**config.mk**
```make
export PLATFORM = sky130hd
export DESIGN_NAME = fdtb_ctrl
export DESIGN_NICKNAME = d
export VERILOG_FILES = /design/src/fdtb_pkg.sv /design/src/fdtb_ctrl.sv
export SDC_FILE = /design/constraint.sdc
export NUM_CORES = 1
export LEC_CHECK = 0
export BUFFER_PORTS_ARGS = -buffer_cell sky130_fd_sc_hd__buf_4
export CORE_AREA = 4 4 41 43
export DETAILED_ROUTE_END_ITERATION = 16
export DIE_AREA = 0 0 45 47
export GPL_ROUTABILITY_DRIVEN = 0
export GPL_TIMING_DRIVEN = 0
export SKIP_LAST_GASP = 1
export SLEW_MARGIN = 20
export SYNTH_ARGS = -nofsm -noshare
export SYNTH_HDL_FRONTEND = slang
export SYNTH_SLANG_ARGS = --single-unit
```
**constraint.sdc**
```tcl
create_clock -name aclk -period 3.2 [get_ports aclk]
set_input_delay 0.32 -clock aclk [delete_from_list [all_inputs] [get_ports aclk]]
set_output_delay 0.32 -clock aclk [all_outputs]
set_load 0.01 [all_outputs]
```
**src/fdtb_pkg.sv**
```systemverilog
// fdtb_pkg: shared types and constants of the fragment depth test and blend block
// holds the stream widths, default store geometry and controller/datapath structs
// no dependencies
package fdtb_pkg;

    // default store geometry
    localparam int FB_WIDTH_DEF   = 256;
    localparam int FB_HEIGHT_DEF  = 256;
    localparam int DEPTH_BITS_DEF = 24;

    // input item fields
    localparam int COORD_W = 8;
    localparam int ZIN_W   = 24;
    localparam int CHAN_W  = 8;

    // stream widths
    localparam int S_TDATA_W = 72;
    localparam int S_TUSER_W = 1;
    localparam int M_TDATA_W = 32;
    localparam int M_TUSER_W = 2;

    localparam logic [CHAN_W-1:0] ALPHA_OPAQUE = 8'd255;

    // controller to datapath
    typedef struct packed {
        logic cap;      // capture the input item
        logic clr_wr;   // write one clearing entry
        logic rd;       // read both stores
        logic calc;     // depth test and blend products
        logic commit;   // write back and load the result
    } fdtb_cmd_t;

    // datapath to controller
    typedef struct packed {
        logic clr_last; // clearing pass at the last entry
        logic out_free; // result register can take a new item
    } fdtb_sts_t;

endpackage

```
**src/fdtb_ctrl.sv**
```systemverilog
// fdtb_ctrl: sequencing state machine of the fragment depth test and blend block
// runs the clearing pass, then one read-test-write pass per item
// depends on fdtb_pkg
module fdtb_ctrl (
    input  logic              aclk,
    input  logic              aresetn,
    input  logic              s_tvalid,
    output logic              s_tready,
    output fdtb_pkg::fdtb_cmd_t cmd,
    input  fdtb_pkg::fdtb_sts_t sts
);
    import fdtb_pkg::*;

    typedef enum logic [2:0] {
        ST_CLEAR,
        ST_IDLE,
        ST_READ,
        ST_CALC,
        ST_COMMIT
    } state_t;

    state_t state_reg, state_next;
    logic   s_tready_reg, s_tready_next;

    always_comb begin
        state_next    = state_reg;
        s_tready_next = 1'b0;
        unique case (state_reg)
            ST_CLEAR: begin
                if (sts.clr_last) begin
                    state_next    = ST_IDLE;
                    s_tready_next = 1'b1;
                end
            end
            ST_IDLE: begin
                if (s_tvalid && s_tready_reg) begin
                    state_next = ST_READ;
                end else begin
                    s_tready_next = 1'b1;
                end
            end
            ST_READ: begin
                state_next = ST_CALC;
            end
            ST_CALC: begin
                state_next = ST_COMMIT;
            end
            ST_COMMIT: begin
                if (sts.out_free) begin
                    state_next    = ST_IDLE;
                    s_tready_next = 1'b1;
                end
            end
            default: begin
                state_next = ST_CLEAR;
            end
        endcase
    end

    always_ff @(posedge aclk) begin
        if (!aresetn) begin
            state_reg    <= ST_CLEAR;
            s_tready_reg <= 1'b0;
        end else begin
            state_reg    <= state_next;
            s_tready_reg <= s_tready_next;
        end
    end

    assign s_tready   = s_tready_reg;
    assign cmd.cap    = s_tvalid && s_tready_reg;
    assign cmd.clr_wr = (state_reg == ST_CLEAR);
    assign cmd.rd     = (state_reg == ST_READ);
    assign cmd.calc   = (state_reg == ST_CALC);
    assign cmd.commit = (state_reg == ST_COMMIT) && sts.out_free;

    // write-back only when the result register can take it
    a_commit_free: assert property (@(posedge aclk) disable iff (!aresetn)
        cmd.commit |-> sts.out_free)
        else $error("commit while result register full");

    // a captured item is read from the stores in the next cycle
    a_cap_then_rd: assert property (@(posedge aclk) disable iff (!aresetn)
        cmd.cap |=> cmd.rd)
        else $error("captured item not read");

    // no item taken during the clearing pass
    a_no_ready_clear: assert property (@(posedge aclk) disable iff (!aresetn)
        cmd.clr_wr |-> !s_tready_reg)
        else $error("ready during clearing pass");

    // a stalled result keeps the controller waiting in write-back
    a_commit_hold: assert property (@(posedge aclk) disable iff (!aresetn)
        (state_reg == ST_COMMIT && !sts.out_free) |=> state_reg == ST_COMMIT)
        else $error("left write-back while result stalled");

endmodule

```
Word level (Yosys, flattened, before mapping) --
Cells that the tools add are included.
Storage, ports and cells: word-level logic and storage cells 21, register bits after elaboration 4, output and inout bits 6
Operators by class: equality and inequality tests 7, mux-type cells 8, reductions and logical operators 4
Operator list (number):
- 3-bit one-hot mux with 5 select lines | 1
- 3-bit two-way mux | 3
- 3-bit by 2-bit == test with 1-bit output, second input constant | 2
- 2-bit inequality test, second input constant | 2
- 3-bit by 1-bit == test with 1-bit output, second input constant | 1
- 3-bit == test, second input constant | 1
- 3-bit logical NOT | 1
- 1-bit two-way mux | 3
- 1-bit one-hot mux with 3 select lines | 1
- 3-bit AND reduction | 1
- 1-bit logical AND | 2
- 2-bit by 1-bit inequality test with 1-bit output, second input constant | 1

Longest topological paths before layout --
Gate-level depths: netlist (run 1).
depth in word-level cells 3, depth in mapped cells 4

Worst setup path before layout (run 1) --
Ideal clock, no wire load.
path kind flip-flop to flip-flop, start reg state_reg[1], end reg s_tready_reg, in the netlist s_tready, cell stages (with the launch flop) 5, arrival 1.075 ns, data required time 3.097 ns, library setup time 0.103 ns, setup slack 2.021 ns, clock period less this slack 1.179 ns, path through dfxtp_1 buf_6 a311o_1 a2bb2oi_1 a2111oi_2
Between the ends: cells in the longest elaborated chain, start to end 2
RTL lines:
- start: declaration | RTL line fdtb_ctrl.sv:22 | state_t state_reg, state_next;
- start signal: assignment | RTL line fdtb_ctrl.sv:65 | state_reg <= state_next;
- 3-bit == test (tied with other cells) | RTL line fdtb_ctrl.sv:28 | unique case (state_reg)
- 1-bit one-hot mux with 3 select lines * | RTL line fdtb_ctrl.sv:28
- end signal: assignment | RTL line fdtb_ctrl.sv:66 | s_tready_reg <= s_tready_next;
- end: declaration | RTL line fdtb_ctrl.sv:23 | logic s_tready_reg, s_tready_next;
Mark *: on every way between the ends. The rest lies on a longest branch, timed or not. A chain may end at the register's enable or synchronous reset.

==> results.json, run 1 <==
{
  "synth_edf_count": 0,
  "maxCapViolCount": 0,
  "rsz0062_at_grt": "false",
  "antenna_found_initial": 0,
  "clk_pin_slew_ns": 0.04,
  "numCtsBuffers": 3,
  "io_buffers": 10,
  "clockRootBuffer": "clkbuf_4",
  "ios": 11,
  "synth_seq_cells": 4,
  "fin_ws_ns": 1.75,
  "r2r_end": "s_tready$_SDFF_PN0_",
  "grt_pass1_vias": 259,
  "synth_area_per_cell_um2": 9.13,
  "synth.distinct_cells": 20,
  "holdBufCountCts": 0,
  "synth_largest_area_cell": "dfxtp_1",
  "crit_path_max_fanout": 10,
  "cts_sinks": 4,
  "rows": 13,
  "p_leak_nw": 0.171,
  "postRouteAntennaNets": 0,
  "start_kind": "flop",
  "grt_pass1_wl_um": 986,
  "clock_path_buffers": 2,
  "seq_area_um2": 80.1,
  "synth_area_um2": 274,
  "die-area_mm2": 0.00212,
  "largest_reg_flops": 3,
  "worstReg2RegStart": "state_reg[1]$_SDFFE_PN0P_",
  "insertion_delay_ns": 0.23,
  "ys_seq_area_share_pct": 29.2,
  "r2r_slack_ns": 1.97,
  "fin_crit_ns": 1.45,
  "cts_setup_buffers": 0,
  "multi_input_area_um2": 153,
  "tritoncts": "built",
  "setup_viol": 0,
  "wirelength_um": 608,
  "vias_per_cell": 4.55,
  "postPlaceCellArea_um2": 368,
  "die_w_um": 45,
  "holdPathEnd": "state_reg[0]$_SDFFE_PN0P_",
  "post_cts_resized": 0,
  "hold_viol": 0,
  "timing.slew.headroom_pct": 83.4,
  "status": "finished, final reports clean",
  "start_util_pct": 21.1,
  "n_fill_cell": 150,
  "vdd_drop_max_uv": 110,
  "grt_overflow": 0,
  "critPathRequiredTime_ns": 2.88,
  "hp-class": "primary input to flop",
  "hpwlAfterDp_um": 459,
  "drive_above_1_share_pct": 44.2,
  "timing.fmax_mhz": 689,
  "place_ws_ns": 1.88,
  "htreeDepth": 1,
  "die_y_um": 47,
  "holdCritStartpoint": "aresetn",
  "drt_iter0_drc": 3,
  "hold_depth": 3,
  "ys_warn_count": 0,
  "dr.pass1.iters": 4,
  "ff2ff_path_depth": 4,
  "grt_max_degree": 11,
  "finalPower_w": 0.000164,
  "timing.final.crit_share_pct": 45.4,
  "slew_viol_final": 0,
  "core_region_area_mm2": 0.00130,
  "path_class": "flop to primary output",
  "tightest_slew_ns": 0.246,
  "drc": 0,
  "final_area_um2": 390,
  "syn_nets": 35,
  "nets": 50,
  "wire_per_inst_um": 10.5,
  "synth_ff_type": "dfxtp_1",
  "cp.arrival_ns": 1.13,
  "area_growth_pct": 42.5,
  "final_core_util_pct": 30.0,
  "p_per_area_mw_per_mm2": 419,
  "vias": 264,
  "clock_skew_ns": 0.00144,
  "synth_top_area_share_pct": 29.2,
  "grt_usage_pct": 6.47,
  "cp-end-kind": "primary output",
  "synth_cells": 30,
  "synthTopCellsByArea": "dfxtp_1 29%, buf_6 12%, a2111oi_2 5.5%, nor2_1 5.5%, and4bb_2 4.6%",
  "diodes": 0,
  "finalSetupTns_ns": 0,
  "async_reset_ff_share_pct": 0
}
-- area by class of cell --
type	instances	share of cell area [%]
plain buffers	3	8.65
multi-input cells	21	39.1
clock buffers	3	5.77
repair buffers	10	19.2
well taps	15	4.81
inverters	2	1.92
flip-flops and latches	4	20.5
-- report_power, final --
group          internal, W  total (W)  switching (W)
registers        0.0000542  0.0000572     0.00000300
clock network    0.0000418  0.0000603      0.0000185
logic            0.0000259  0.0000461      0.0000202
-- Yosys cell counts, drive strengths merged (2+ instances only) --
cell / n
buf: 3
dfxtp: 4
nor3: 2
nor2: 4
inv: 2
-- worst max-delay path by stage --
stage / from / to / slack (ns)
after floorplan: state_reg[1]$_SDFFE_PN0P_ / s_tready$_SDFF_PN0_ / 2.02
after global placement: s_tvalid / s_tready$_SDFF_PN0_ / 1.88
after detailed placement: s_tvalid / s_tready$_SDFF_PN0_ / 1.88
after CTS: state_reg[0]$_SDFFE_PN0P_ / cmd[0] / 1.74
after global routing: state_reg[0]$_SDFFE_PN0P_ / cmd[0] / 1.70
final: state_reg[0]$_SDFFE_PN0P_ / cmd[0] / 1.75
-- per-stage QoR --
step | hold slack [ns] | instances
2_1_floorplan | 0.469 | 30
3_3_place_gp | 0.531 | 55
3_5_place_dp | 0.534 | 55
4_1_cts | 0.367 | 58
5_1_grt | 0.378 | 58
6_report | 0.370 | 58
-- cells in the final DEF (no fill, tap or decap) --
| cell type | n |
|---|---|
| a2111oi_2 | 1 |
| a21oi_1 | 1 |
| a221o_1 | 1 |
| a2bb2oi_1 | 1 |
| a311o_1 | 1 |
| and2_1 | 1 |
| and3b_2 | 1 |
| and4bb_2 | 1 |
| buf_4 | 10 |
| buf_6 | 3 |
| clkbuf_4 | 3 |
| dfxtp_1 | 4 |
| inv_1 | 2 |
| nand2b_1 | 1 |
| nand3b_1 | 1 |
| nor2_1 | 4 |
| nor2b_1 | 1 |
| nor3_1 | 2 |
| nor3b_1 | 1 |
| nor4b_1 | 1 |
| o21ai_0 | 1 |
| xnor2_1 | 1 |
-- routing by layer --
metal	vias to the layer above	routed length, um	track usage (%)	part of all wire (%)
met5	-	0	0	0
met4	0	0	7.02	0
met3	0	42	0	6.9
met2	14	291	8.47	48
met1	116	274	9.07	45
li1	134	-	-	-
-- cell families (layout without fill, tap and decap cells) --
kind of cell           after synthesis  count (layout)  synth area share [%]
AO/OA/AOI/OAI                        6               6                  19.6
XOR/XNOR                             1               1                  3.20
buffers and inverters                5              18                  15.1
flip-flops                           4               4                  29.2
AND/OR/NAND/NOR                     14              14                  32.9
-- worst max-delay path, cell delays in order (launching register included) --
cell and delay, ns:
dfxtp_1 0.37, buf_6 0.16, and4bb_2 0.24, buf_4 0.14
No activity file was read; power rests on OpenSTA's default activity.
==> run 2, diff against run 1 <==
Settings changed: ABC_AREA set to 1.
Clock period 3.2 ns to 1.2 ns, I/O delays scaled along.
==> run 2 against run 1 <==
Design area is 5.8% lower. Clock-buffer cell count unchanged. Largest power group is now combinational cells. Worst hold slack worse by 0.28 ns. Clock skew increased by 0.00084 ns. Critical endpoint unchanged.
==> results.json, run 2 <==
{
  "status": "finished, final reports clean",
  "core_region_area_mm2": 0.00130,
  "diodes": 0,
  "maxCapViolCount": 0,
  "rsz0062_at_grt": "true",
  "ys_warn_count": 0,
  "async_reset_ff_share_pct": 0,
  "synth_cells": 37,
  "grt_pass1_wl_um": 979,
  "numCtsBuffers": 3,
  "clockRootBuffer": "clkbuf_4",
  "postRouteAntennaNets": 0,
  "hp-class": "primary input to flop",
  "place_inst": 62,
  "synth_area_um2": 239,
  "timing.slew.headroom_pct": 87.9,
  "p_leak_nw": 0.222,
  "clock_skew_ns": 0.00227,
  "synth_largest_area_cell": "dfxtp_1",
  "cp.arrival_ns": 0.98,
  "final_core_util_pct": 28.3,
  "die_w_um": 45,
  "n_fill_cell": 164,
  "crit_path_max_fanout": 5,
  "vdd_drop_max_uv": 640,
  "synth.distinct_cells": 11,
  "grt_pass1_vias": 247,
  "drt_iter0_drc": 7,
  "drc": 0,
  "grt_max_degree": 6,
  "antenna_found_initial": 0,
  "multi_input_area_um2": 131,
  "dr.pass1.iters": 2,
  "hpwlAfterDp_um": 479,
  "clk_pin_slew_ns": 0.04,
  "timing.final.crit_share_pct": 92.0,
  "die-area_mm2": 0.00212,
  "largest_reg_flops": 3,
  "grt_usage_pct": 6.95,
  "nets": 57,
  "rows": 13,
  "synthTopCellsByArea": "dfxtp_1 34%, inv_1 14%, nand3_1 13%, nand2_1 13%, nor2_2 7.9%",
  "syn_nets": 42,
  "wire_per_inst_um": 8.78,
  "start_util_pct": 18.4,
  "area_growth_pct": 53.9,
  "synth_area_per_cell_um2": 6.46,
  "vias_per_cell": 3.95,
  "hold_viol": 0,
  "ys_seq_area_share_pct": 33.5,
  "r2r_end": "state_reg[0]$_SDFFE_PN0P_",
  "ff2ff_path_depth": 5,
  "place_ws_ns": 0.170,
  "critPathRequiredTime_ns": 1.08,
  "cts_sinks": 4,
  "timing.fmax_mhz": 906,
  "hold_depth": 3,
  "cp-end-kind": "primary output",
  "synth_seq_cells": 4,
  "start_kind": "flop",
  "tritoncts": "built",
  "final_cells": 65,
  "fin_crit_ns": 1.10,
  "wirelength_um": 571,
  "fin_ws_ns": 0.0960,
  "holdPathEnd": "s_tready$_SDFF_PN0_",
  "holdBufCountCts": 0,
  "setup_viol": 0,
  "r2r_slack_ns": 0.19,
  "htreeDepth": 1,
  "synth_top_area_share_pct": 33.5,
  "seq_area_um2": 82.6,
  "io_buffers": 10,
  "insertion_delay_ns": 0.23,
  "drive_above_1_share_pct": 42.0,
  "die_y_um": 47,
  "worstReg2RegStart": "state_reg[1]$_SDFFE_PN0P_",
  "holdCritStartpoint": "aresetn",
  "grt_overflow": 0,
  "path_class": "flop to primary output",
  "synth_edf_count": 0,
  "final_cell_mix": "10 x buf_4, 9 x inv_1, 8 x nand2_1",
  "finalSetupTns_ns": 0,
  "clock_path_buffers": 2,
  "synth.most_common_cell": "inv_1",
  "synth_ff_type": "dfxtp_1",
  "slew_viol_final": 0,
  "ios": 11,
  "synth_common_cells": "9 x inv_1, 8 x nand2_1, 6 x nand3_1",
  "final_common_cell": "buf_4",
  "p_per_area_mw_per_mm2": 2180,
  "vias": 257,
  "tightest_slew_ns": 0.181,
  "holdWs_ns": 0.0946
}
run 2: changes by cell type after synthesis, moves of 2 or more:
cell,before,now
buf_6,3,0
nand3_1,0,6
nor2_1,4,2
nand2_1,0,8
inv_1,2,9
nor3_1,2,0
nor2_2,0,3
run 2: cell families (layout without fill, tap and decap cells):
family                 count (synthesis)  in the layout  synth area share [%]
AND/OR/NAND/NOR                       22             22                  48.7
buffers and inverters                 10             23                  15.7
flip-flops                             4              4                  33.5
AO/OA/AOI/OAI                          1              1                  2.09
run 2: cell type report:
class	instances	share of cell area (%)
multi-input combinational	23	35.7
sequential	4	22.4
timing repair buffer	10	20.4
inverter	10	10.2
clock buffer	3	6.12
tap	15	5.10
run 2: worst max-delay path, stage by stage (launching register included):
cell and delay, ns:
dfxtp_2 0.34, nor2_4 0.14, nand3_1 0.10, inv_1 0.06, buf_4 0.11
run 2: per-layer routing:
layer / routed length (um) / GRT usage, % / vias to the layer above / part of all wire (%)
met1: 242 / 7.95 / 111 / 42
li1: - / - / 138 / -
met2: 274 / 9.32 / 8 / 48
met3: 54 / 1.92 / 0 / 9.5
met5: 0 / 0 / - / 0
met4: 0 / 8.77 / 0 / 0
run 2: repair_timing:
action / 4_1_cts / 5_1_grt
buffers inserted: 0 / 0
hold endpoints to repair: 0 / 0
resized for setup: 0 / 4
setup endpoints to repair: 0 / 4
run 2: how the worst max path moves through the flow:
stage | start | endpoint | slack, ns
finish | state_reg[0]$_SDFFE_PN0P_ | cmd[0] | 0.1
global route | state_reg[0]$_SDFFE_PN0P_ | cmd[0] | -0.01
CTS | state_reg[0]$_SDFFE_PN0P_ | cmd[0] | 0.01
detailed placement | state_reg[0]$_SDFFE_PN0P_ | state_reg[0]$_SDFFE_PN0P_ | 0.17
global placement | state_reg[1]$_SDFFE_PN0P_ | state_reg[0]$_SDFFE_PN0P_ | 0.16
floorplan | state_reg[1]$_SDFFE_PN0P_ | state_reg[0]$_SDFFE_PN0P_ | 0.25
run 2: power by group:
part	internal, W	switching [W]
Combinational	0.000189	0.000220
Clock	0.000112	0.0000518
Sequential	0.000177	0.0000507
Total	0.000478	0.000322
run 2: stage by stage:
stage / area, um2 / total power (W)
2_1_floorplan: 239 / 0.000471
3_3_place_gp: 333 / 0.000602
3_5_place_dp: 333 / 0.000609
4_1_cts: 355 / 0.000785
5_1_grt: 368 / 0.000891
6_report: 368 / 0.000801
==> run 3, diff against run 2 <==
Settings changed: CELL_PAD_IN_SITES_DETAIL_PLACEMENT set to 1, CELL_PAD_IN_SITES_GLOBAL_PLACEMENT set to 2, CORE_AREA 4 4 41 43 to unset, CORE_MARGIN set to 4, CORE_UTILIZATION set to 17, CTS_CLUSTER_DIAMETER set to 120, DIE_AREA 0 0 45 47 to unset, GPL_ROUTABILITY_DRIVEN 0 to unset, PLACE_DENSITY_LB_ADDON set to 0.1.
==> run 3 against run 2 <==
Register-to-register slack lost 0.04 ns. Combinational power shrank 1%. Fmax shrank 2.1%. Clock-buffer cell count is the same. Critical path depth is the same. Cell count is the same. Global-route usage grew 0.30 points. Worst hold slack gained 0.00076 ns. Largest cell class unchanged. Highest routed layer unchanged.
==> results.json, run 3 (same netlist as run 2, synthesis figures left out) <==
{
  "hp-class": "primary input to flop",
  "hold_viol": 0,
  "crit_path_max_fanout": 4,
  "postRouteAntennaNets": 0,
  "p_leak_nw": 0.220,
  "io_buffers": 10,
  "rows": 13,
  "pwr-share-comb_pct": 51.2,
  "p_seq_share_pct": 28.8,
  "cts_setup_buffers": 0,
  "htreeDepth": 1,
  "timing.final.crit_share_pct": 94.0,
  "p_per_area_mw_per_mm2": 2180,
  "postPlaceCellArea_um2": 333,
  "clockRootBuffer": "clkbuf_4",
  "rsz0062_at_grt": "true",
  "start_kind": "flop",
  "slew_viol_final": 0,
  "place_inst": 62,
  "p_clk_share_pct": 20.1,
  "drive_above_1_share_pct": 42.0,
  "die-area_mm2": 0.00207,
  "grt_pass1_vias": 277,
  "wirelength_um": 663,
  "path_class": "flop to primary output",
  "cp.arrival_ns": 1.01,
  "clock_path_buffers": 2,
  "grt_overflow": 0,
  "cp-end-kind": "primary output",
  "clk_pin_slew_ns": 0.04,
  "status": "finished, final reports clean",
  "diodes": 0,
  "ios": 11,
  "final_area_um2": 363,
  "antenna_found_initial": 0,
  "final_cell_mix": "10 x buf_4, 9 x inv_1, 8 x nand2_1",
  "die_y_um": 45.5,
  "final_cells": 65,
  "drt_iter0_drc": 3,
  "place_congestion": 0.664,
  "critPathRequiredTime_ns": 1.08,
  "core_region_area_mm2": 0.00132,
  "timing.fmax_mhz": 886,
  "final_core_util_pct": 27.5,
  "timing.slew.headroom_pct": 87.4,
  "numCtsBuffers": 3,
  "grt_max_degree": 6,
  "finalPower_w": 0.000791,
  "fin_crit_ns": 1.13,
  "r2r_slack_ns": 0.15,
  "tightest_slew_ns": 0.189,
  "nets": 57,
  "wire_per_inst_um": 10.2,
  "switching_share_pct": 40.8,
  "vias_per_cell": 4.18,
  "setup_viol": 0,
  "die_w_um": 45.5,
  "p_sw_w": 0.000322,
  "vdd_drop_max_uv": 572,
  "final_common_cell": "buf_4",
  "hpwlAfterDp_um": 593,
  "start_util_pct": 18.1,
  "internal_power_w": 0.000469,
  "holdBufCountCts": 0,
  "insertion_delay_ns": 0.23,
  "grt_usage_pct": 7.25,
  "tritoncts": "built",
  "cts_sinks": 4,
  "drc": 0,
  "clock_skew_ns": 0.00189,
  "dr.pass1.iters": 2,
  "area_growth_pct": 51.8,
  "vias": 272,
  "largest_reg_flops": 3,
  "post_cts_resized": 0,
  "maxCapViolCount": 0,
  "grt_pass1_wl_mm": 1.11
}
## run 3: power by group through the flow
stage | registers [W] | logic, W | clock network, W
final | 0.000228 | 0.000405 | 0.000159
after floorplan | 0.000214 | 0.000258 | 0
after detailed placement | 0.000218 | 0.000406 | 0
after CTS | 0.000216 | 0.000408 | 0.000166
after global routing | 0.000237 | 0.000448 | 0.000176
after global placement | 0.000217 | 0.000397 | 0
## run 3: critical path, cell delays in order, from the launching register on
cell and delay, ns:
dfxtp_1 0.34, nor2_4 0.16, inv_2 0.06, nor2_2 0.09
buf_4 0.13
## run 3: per-stage QoR
step | worst slack (ns) | hold WS (ns) | TNS, ns
after floorplan | 0.254 | 0.218 | 0
after global placement | 0.140 | 0.330 | 0
after detailed placement | 0.123 | 0.330 | 0
after CTS | 0.0182 | 0.0935 | 0
after global routing | -0.00906 | 0.0905 | -0.00906
final | 0.0717 | 0.0953 | 0
## run 3: cell type report
cell class	count	area, um2
multi-input combinational	23	126
timing repair buffer	10	75.1
fill	169	955
tap	15	18.8
clock buffer	3	22.5
inverter	10	37.5
sequential	4	82.6
## run 3: final timing paths
kind / startpoint / end / cells after the start
worst max-delay path: state_reg[1]$_SDFFE_PN0P_ / cmd[3] / 4
worst min-delay path: aresetn / s_tready$_SDFF_PN0_ / 3
worst max register to register: state_reg[1]$_SDFFE_PN0P_ / state_reg[0]$_SDFFE_PN0P_ / 5
worst min register to register: state_reg[0]$_SDFFE_PN0P_ / state_reg[2]$_SDFFE_PN0P_ / 2
## run 3: metal layers
metal / global-route usage, % / routed length, um / vias to the layer above / part of all wire (%)
met1: 8.49 / 275 / 129 / 41
li1: - / - / 138 / -
met2: 12.3 / 345 / 5 / 52
met4: 3.51 / 0 / 0 / 0
met5: 0 / 0 / - / 0
met3: 1.58 / 42 / 0 / 6.3
